[config.mk]
export PLATFORM = sky130hd
export DESIGN_NAME = ald_offset
export DESIGN_NICKNAME = d
export VERILOG_FILES = /design/src/rtl/ald_pkg.sv /design/src/rtl/ald_offset.sv
export SDC_FILE = /design/constraint.sdc
export NUM_CORES = 2
export LEC_CHECK = 0
export ABC_AREA = 0
export ABC_CLOCK_PERIOD_IN_PS = 9850
export BUFFER_PORTS_ARGS = -buffer_cell sky130_fd_sc_hd__buf_2
export CORE_ASPECT_RATIO = 1.2
export CORE_UTILIZATION = 30
export DETAILED_ROUTE_END_ITERATION = 8
export REMOVE_ABC_BUFFERS = 1
export SLEW_MARGIN = 20
export SYNTH_ARGS = -nofsm -noshare
export SYNTH_HDL_FRONTEND = slang
export SYNTH_SLANG_ARGS = --single-unit
[constraint.sdc]
create_clock -name i_clk -period 9.85 [get_ports i_clk]
set_clock_uncertainty 0.2 [all_clocks]
set_input_delay 1.97 -clock i_clk [delete_from_list [all_inputs] [get_ports i_clk]]
set_output_delay 1.97 -clock i_clk [all_outputs]
set_load 0.02 [all_outputs]
[src/rtl/ald_pkg.sv]
// Shared types, constants and the sine table builder for the landmark detector.
// Depends on nothing; every other file refers to it by scoped names.
package ald_pkg;

    // Table and trig sizes
    localparam int TABLE_ENTRIES      = 64;
    localparam int SINE_TABLE_ENTRIES = 256;
    localparam int ADDR_W = (TABLE_ENTRIES > 1) ? $clog2(TABLE_ENTRIES) : 1;
    localparam int SINE_W = $clog2(SINE_TABLE_ENTRIES);

    // Field widths
    localparam int COORD_W  = 24;  // signed Q16.8 position
    localparam int TRIG_W   = 16;  // signed Q1.14 sine / cosine
    localparam int LA_W     = 16;  // unsigned Q8.8 look-ahead
    localparam int MAXD_W   = 23;  // unsigned Q15.8 distance limit
    localparam int PROD_W   = 33;  // trig times look-ahead
    localparam int OFF_W    = 20;  // rounded offset, Q.8
    localparam int FX_W     = 25;  // look-ahead point coordinate
    localparam int DP_W     = 25;  // pose minus landmark
    localparam int DF_W     = 26;  // look-ahead point minus landmark
    localparam int SQP_W    = 50;
    localparam int SQF_W    = 52;
    localparam int DIST_W   = 52;  // squared distance
    localparam int LIMIT_W  = 46;  // squared distance limit

    // Configuration register indexes
    localparam logic CFG_LOOK_AHEAD = 1'b0;
    localparam logic CFG_MAX_DIST   = 1'b1;

    // Request codes
    localparam logic REQ_LOAD  = 1'b0;
    localparam logic REQ_QUERY = 1'b1;

    // Kind that answers a fixed value instead of its label
    localparam logic [1:0] KIND_CROSSWALK = 2'd0;
    localparam logic [1:0] CROSSWALK_VALUE = 2'd1;

    // Polynomial coefficients of the quarter-wave sine, Q30
    localparam logic [63:0] POLY_A = 64'd1686629713;
    localparam logic [63:0] POLY_B = 64'd693598669;
    localparam logic [63:0] POLY_C = 64'd85569305;
    localparam logic [63:0] POLY_D = 64'd5026995;
    localparam logic [63:0] POLY_E = 64'd172273;

    typedef logic signed [TRIG_W-1:0] t_trig;
    typedef t_trig t_sine_rom [SINE_TABLE_ENTRIES];

    // One landmark as stored in the table memory
    typedef struct packed {
        logic signed [COORD_W-1:0] x;
        logic signed [COORD_W-1:0] y;
        logic [1:0]                kind;
        logic [1:0]                label;
    } t_entry;

    typedef enum logic [2:0] {
        S_IDLE,
        S_TRIG,
        S_SCAN,
        S_DRAIN,
        S_DONE
    } t_ald_state;

    // Sine over the first quadrant, argument in 0..16384, Q14 result
    function automatic logic [63:0] quarter_sine(input logic [63:0] x);
        logic [63:0] t;
        logic [63:0] t2;
        logic [63:0] r;
        t  = x << 16;
        t2 = (t * t) >> 30;
        r  = POLY_E;
        r  = POLY_D - ((r * t2) >> 30);
        r  = POLY_C - ((r * t2) >> 30);
        r  = POLY_B - ((r * t2) >> 30);
        r  = POLY_A - ((r * t2) >> 30);
        r  = (r * t) >> 30;
        r  = (r + 64'd32768) >> 16;
        if (r > 64'd16384) begin
            r = 64'd16384;
        end
        return r;
    endfunction

    // Full sine table, evaluated at elaboration
    function automatic t_sine_rom build_sine_rom();
        t_sine_rom   rom;
        logic [63:0] a;
        logic [63:0] q;
        logic [63:0] x;
        logic [63:0] s;
        for (int k = 0; k < SINE_TABLE_ENTRIES; k++) begin
            a = ((64'(k) * 64'd65536) / SINE_TABLE_ENTRIES) & 64'hFFFF;
            q = a >> 14;
            x = a & 64'd16383;
            if (q[0]) begin
                s = quarter_sine(64'd16384 - x);
            end else begin
                s = quarter_sine(x);
            end
            if (q[1]) begin
                rom[k] = t_trig'(-s);
            end else begin
                rom[k] = t_trig'(s);
            end
        end
        return rom;
    endfunction

endpackage

[src/rtl/ald_offset.sv]
// Look-ahead point unit: sine/cosine table lookup, scaling by the look-ahead
// distance and addition to the pose. Depends on ald_pkg.
module ald_offset (
    input  logic                                    i_clk,
    input  logic                                    i_rst_n,
    input  logic                                    i_start,
    input  logic [15:0]                             i_heading,
    input  logic [ald_pkg::LA_W-1:0]                i_look_ahead,
    input  logic signed [ald_pkg::COORD_W-1:0]      i_pose_x,
    input  logic signed [ald_pkg::COORD_W-1:0]      i_pose_y,
    output logic                                    o_done,
    output logic signed [ald_pkg::FX_W-1:0]         o_fx,
    output logic signed [ald_pkg::FX_W-1:0]         o_fy
);

    localparam ald_pkg::t_sine_rom SINE_ROM = ald_pkg::build_sine_rom();

    logic [15:0]                         w_cos_angle;
    logic [31:0]                         w_sin_pos;
    logic [31:0]                         w_cos_pos;
    logic [ald_pkg::SINE_W-1:0]          w_sin_idx;
    logic [ald_pkg::SINE_W-1:0]          w_cos_idx;
    logic signed [ald_pkg::PROD_W-1:0]   n_prod_x;
    logic signed [ald_pkg::PROD_W-1:0]   n_prod_y;
    logic signed [ald_pkg::PROD_W:0]     w_rnd_x;
    logic signed [ald_pkg::PROD_W:0]     w_rnd_y;
    logic signed [ald_pkg::OFF_W-1:0]    w_off_x;
    logic signed [ald_pkg::OFF_W-1:0]    w_off_y;
    logic signed [ald_pkg::FX_W-1:0]     n_fx;
    logic signed [ald_pkg::FX_W-1:0]     n_fy;

    ald_pkg::t_trig                      r_sin;
    ald_pkg::t_trig                      r_cos;
    logic signed [ald_pkg::PROD_W-1:0]   r_prod_x;
    logic signed [ald_pkg::PROD_W-1:0]   r_prod_y;
    logic signed [ald_pkg::FX_W-1:0]     r_fx;
    logic signed [ald_pkg::FX_W-1:0]     r_fy;
    logic                                r_v1;
    logic                                r_v2;
    logic                                r_v3;

    // Map the binary angle onto the table: floor(angle * entries / 65536)
    assign w_cos_angle = i_heading + 16'd16384;
    assign w_sin_pos   = 32'(i_heading) * 32'(ald_pkg::SINE_TABLE_ENTRIES);
    assign w_cos_pos   = 32'(w_cos_angle) * 32'(ald_pkg::SINE_TABLE_ENTRIES);
    assign w_sin_idx   = w_sin_pos[16 +: ald_pkg::SINE_W];
    assign w_cos_idx   = w_cos_pos[16 +: ald_pkg::SINE_W];

    // Scale trig by the look-ahead distance (Q14 x Q8.8 = Q22)
    assign n_prod_x = ald_pkg::PROD_W'(r_cos)
                    * ald_pkg::PROD_W'(signed'({1'b0, i_look_ahead}));
    assign n_prod_y = ald_pkg::PROD_W'(r_sin)
                    * ald_pkg::PROD_W'(signed'({1'b0, i_look_ahead}));

    // Round to Q.8, ties toward plus infinity, then add to the pose
    assign w_rnd_x = (ald_pkg::PROD_W+1)'(r_prod_x) + (ald_pkg::PROD_W+1)'(8192);
    assign w_rnd_y = (ald_pkg::PROD_W+1)'(r_prod_y) + (ald_pkg::PROD_W+1)'(8192);
    assign w_off_x = signed'(w_rnd_x[ald_pkg::PROD_W -: ald_pkg::OFF_W]);
    assign w_off_y = signed'(w_rnd_y[ald_pkg::PROD_W -: ald_pkg::OFF_W]);
    assign n_fx    = ald_pkg::FX_W'(i_pose_x) + ald_pkg::FX_W'(w_off_x);
    assign n_fy    = ald_pkg::FX_W'(i_pose_y) + ald_pkg::FX_W'(w_off_y);

    // Stage control
    always_ff @(posedge i_clk) begin
        if (!i_rst_n) begin
            r_v1 <= 1'b0;
            r_v2 <= 1'b0;
            r_v3 <= 1'b0;
        end else begin
            r_v1 <= i_start;
            r_v2 <= r_v1;
            r_v3 <= r_v2;
        end
    end

    // Stage data: table read, product, sum
    always_ff @(posedge i_clk) begin
        if (i_start) begin
            r_sin <= SINE_ROM[w_sin_idx];
            r_cos <= SINE_ROM[w_cos_idx];
        end
        if (r_v1) begin
            r_prod_x <= n_prod_x;
            r_prod_y <= n_prod_y;
        end
        if (r_v2) begin
            r_fx <= n_fx;
            r_fy <= n_fy;
        end
    end

    assign o_done = r_v3;
    assign o_fx   = r_fx;
    assign o_fy   = r_fy;

endmodule

==> key figures <==
Worst setup path
  • WP data arrival: 8.16 ns
  • Crit Path Category: primary input to flop
  • CP Max Fanout: 32
  • Crit. End Element: flop
  • Crit path cell chain: buf_2 -> nand2_1 -> fa_1 -> inv_1 -> fa_1 -> inv_1 -> fa_1 -> inv_1 -> fa_1 -> fa_1 -> inv_1 -> fa_1 -> inv_1 -> ha_1 -> a2111oi_0 -> o21ai_1 -> a21o_1 -> a21oi_2 -> o21ai_1 -> o41ai_1 -> xnor2_1
  • FF-to-FF setup slack: 2.95 ns
  • CP Launch Type: primary input
  • Worst EP required: 9.84 ns
  • Most common cell on crit path: fa_1
  • Slowest CP cell: buf_2
  • Slowest stage delay, CP: 0.63 ns

Timing
  • Post-layout min period: 8.17 ns
  • Worst rel slew slack: 25.5%
  • Endpoints failing setup: 0
  • Worst slew pin tran: 1.11 ns
  • RSZ-0062 raised after global routing: false
  • Final Slew Violations: 0
  • FMAX: 0.122 GHz
  • Final Hold Vio Count: 0
  • Final setup TNS: 0 ns
  • Final period utilization: 83.0%
  • Crit path setup slack, layout: 1.68 ns

CTS
  • CTS Buffer Depth: 2
  • CTS Buf Count: 17
  • Clock latency on the worst-skew pair: 0.46 ns
  • Worst-path clk slew: 0.06 ns
  • CTS resizes: 0
  • H-Tree Depth: 4
  • CTS tree: done
  • Hold buffer count at cts: 0
  • Clock Sinks: 125
  • Postcts setup bufs: 0
  • Clock root buffer master: clkbuf_16

Placement
  • DP HPWL: 60,800 um
  • # port buffers: 125
  • Post-Place Worst Slack: 1.17 ns
  • Routability Congestion: 0.937

Routing
  • Initial drt markers: 1,442
  • DRT Pass-1 Iters: 5
  • DR DRC count: 0
  • DR vias: 22,587
  • DRT Wirelength: 79,300 um
  • Vias/cell: 5.11
  • Avg WL per Cell: 17.9 um
  • DRT antenna net count: 0

Run
  • Maxcap violations: 0

Finish
  • Most frequent cells in the layout: 487 x inv_1, 390 x nand2_1, 388 x fa_1
  • Synth-to-Final Area Change: 8.38%
  • Filler cells: 9,442
  • Final nets: 3,957
  • Fraction of layout cells with a size suffix above 1: 7.27%
  • Most common cell after layout, fill and taps aside: inv_1

Yosys
  • Xor and xnor fraction of the mapped netlist area: 3.86%
  • Seq cells post-synth: 125
  • Post-synth cell types: 89
  • Post-synthesis mux area share: 1.33%
  • Largest family of logic cells by synthesized area: adder cells
  • Post-synth EDFFs: 122
  • Synth warn: 0
  • Simple-gate area share of the yosys netlist: 16.8%
  • Avg Synthesized Cell Area: 8.71 um2
  • Adder-Cell Fraction of Synth Area: 42.0%
  • Synthesized cell area: 27,700 um2
  • Post-synthesis compound-gate area fraction: 13.5%
  • Sequential element share of the synthesized area: 13.5%
  • Post-synthesis async set-or-reset flop share: 0%
  • Syn Inst Count: 3,178
  • Most used DFF post-synth: edfxtp_1

Floorplan
  • Die area: 93,500 um2
  • Boundary Pins: 134
  • Die span in x: 279 um
  • Core area: 91,000 um2
  • # rows: 121
  • Die Ht: 335 um
  • Starting Density: 30.4%

Global routing
  • Tot GR Track Use: 17.2%
  • Vias in the first global route: 23,350
  • Total gr overflow: 0
  • Antenna violations before repair: 4
  • Pin count of the biggest net entering global routing: 94
  • First-pass GRT wire length: 128,000 um

Worst hold path
  • Worst min path class: flop to flop

Status
  • Outcome: completed
[Yosys cell counts, types with 5 or more instances]
cell | instances | area [um2]
inv_1 | 487 | 1830
nand2_1 | 390 | 1460
fa_1 | 388 | 7770
ha_1 | 309 | 3870
and2_1 | 241 | 1510
a21oi_1 | 164 | 821
nor2_1 | 149 | 559
clkbuf_1 | 141 | 529
o21ai_0 | 134 | 671
edfxtp_1 | 122 | 3660
xnor2_1 | 84 | 736
a21o_1 | 49 | 368
nand3_1 | 45 | 225
xor2_1 | 38 | 333
nor3_1 | 36 | 180
nand2b_1 | 33 | 206
a211oi_1 | 23 | 173
and3_1 | 21 | 131
mux2i_1 | 21 | 210
a31oi_1 | 20 | 125
o211ai_1 | 20 | 150
nand4_1 | 18 | 113
o21bai_1 | 18 | 135
buf_1 | 17 | 63.8
o221ai_1 | 15 | 131
buf_2 | 14 | 70.1
o21ai_1 | 14 | 70.1
nor2b_1 | 13 | 81.3
o21a_1 | 12 | 90.1
mux2_2 | 10 | 113
o31ai_1 | 10 | 75.1
a311oi_1 | 9 | 78.8
o311ai_0 | 6 | 52.6
a211o_1 | 5 | 43.8
a22oi_1 | 5 | 37.5
nor3b_1 | 5 | 37.5
[sequential cells by signal, indices dropped and copies added, names as in the netlist]
name	count
o_fx	25
o_fy	25
r_prod_x	20
r_prod_y	20
r_cos	16
r_sin	16
o_done	1
r_v1	1
r_v2	1
[per-stage QoR]
stage / hold slack, ns / cell area, um2 / instances / util (%)
finish: 0.552 / 30000 / 4421 / 33.0
global route: 0.585 / 30000 / 4420 / 33.0
CTS: 0.570 / 30000 / 4420 / 33.0
detailed placement: 0.540 / 29400 / 4388 / 32.3
global placement: 0.548 / 29400 / 4388 / 32.3
floorplan: 0.464 / 27000 / 3006 / -
[area by class of cell]
cell class,count,area [um2],share of cell area [%]
Clock inverter,13,153,0.509
Antenna cell,1,2.50,0.00834
Inverter,492,1850,6.16
Sequential cell,125,3730,12.4
Timing Repair Buffer,152,833,2.78
Tap cell,1230,1540,5.13
Multi-Input combinational cell,2389,21400,71.5
Clock buffer,19,453,1.51
[metal layers]
layer,track usage [%],wire length (um),vias to the layer above
met5,0,40,-
met4,6.89,2880,6
met3,2.15,4210,186
met2,31.1,40000,745
met1,20.6,32100,11267
li1,-,-,10383
[critical path, delay by kind of cell]
family / cells / cell delay, ns
xor gates and xnor gates: 1 / 0.11
AOI/OAI and AO/OA: 6 / 1.66
adders and majority gates: 7 / 3.29
and+or+nand+nor: 1 / 0.19
buffers and inverters: 6 / 0.89
[worst paths after layout]
path / cells after the start / from / to
setup reg to reg: 18 / r_cos[1] / r_prod_x[32]
hold reg to reg: 2 / r_prod_x[14] / o_fx[0]
hold / removal: 2 / r_prod_x[14] / o_fx[0]
setup / recovery: 21 / i_look_ahead[7] / r_prod_x[32]
[kinds of logic (layout without fill, tap and decap cells)]
group,Yosys count,in the layout
other,0,1
AND/OR/NAND/NOR,968,968
AO/OA/AOI/OAI,569,569
XOR/XNOR,122,122
buffers and inverters,664,676
multiplexers,33,33
flip-flops,125,125
adder cells (fa/ha/maj),697,697
Power is not shown: default switching activity piles up to over one toggle a cycle in this logic, so the estimate is an artifact.
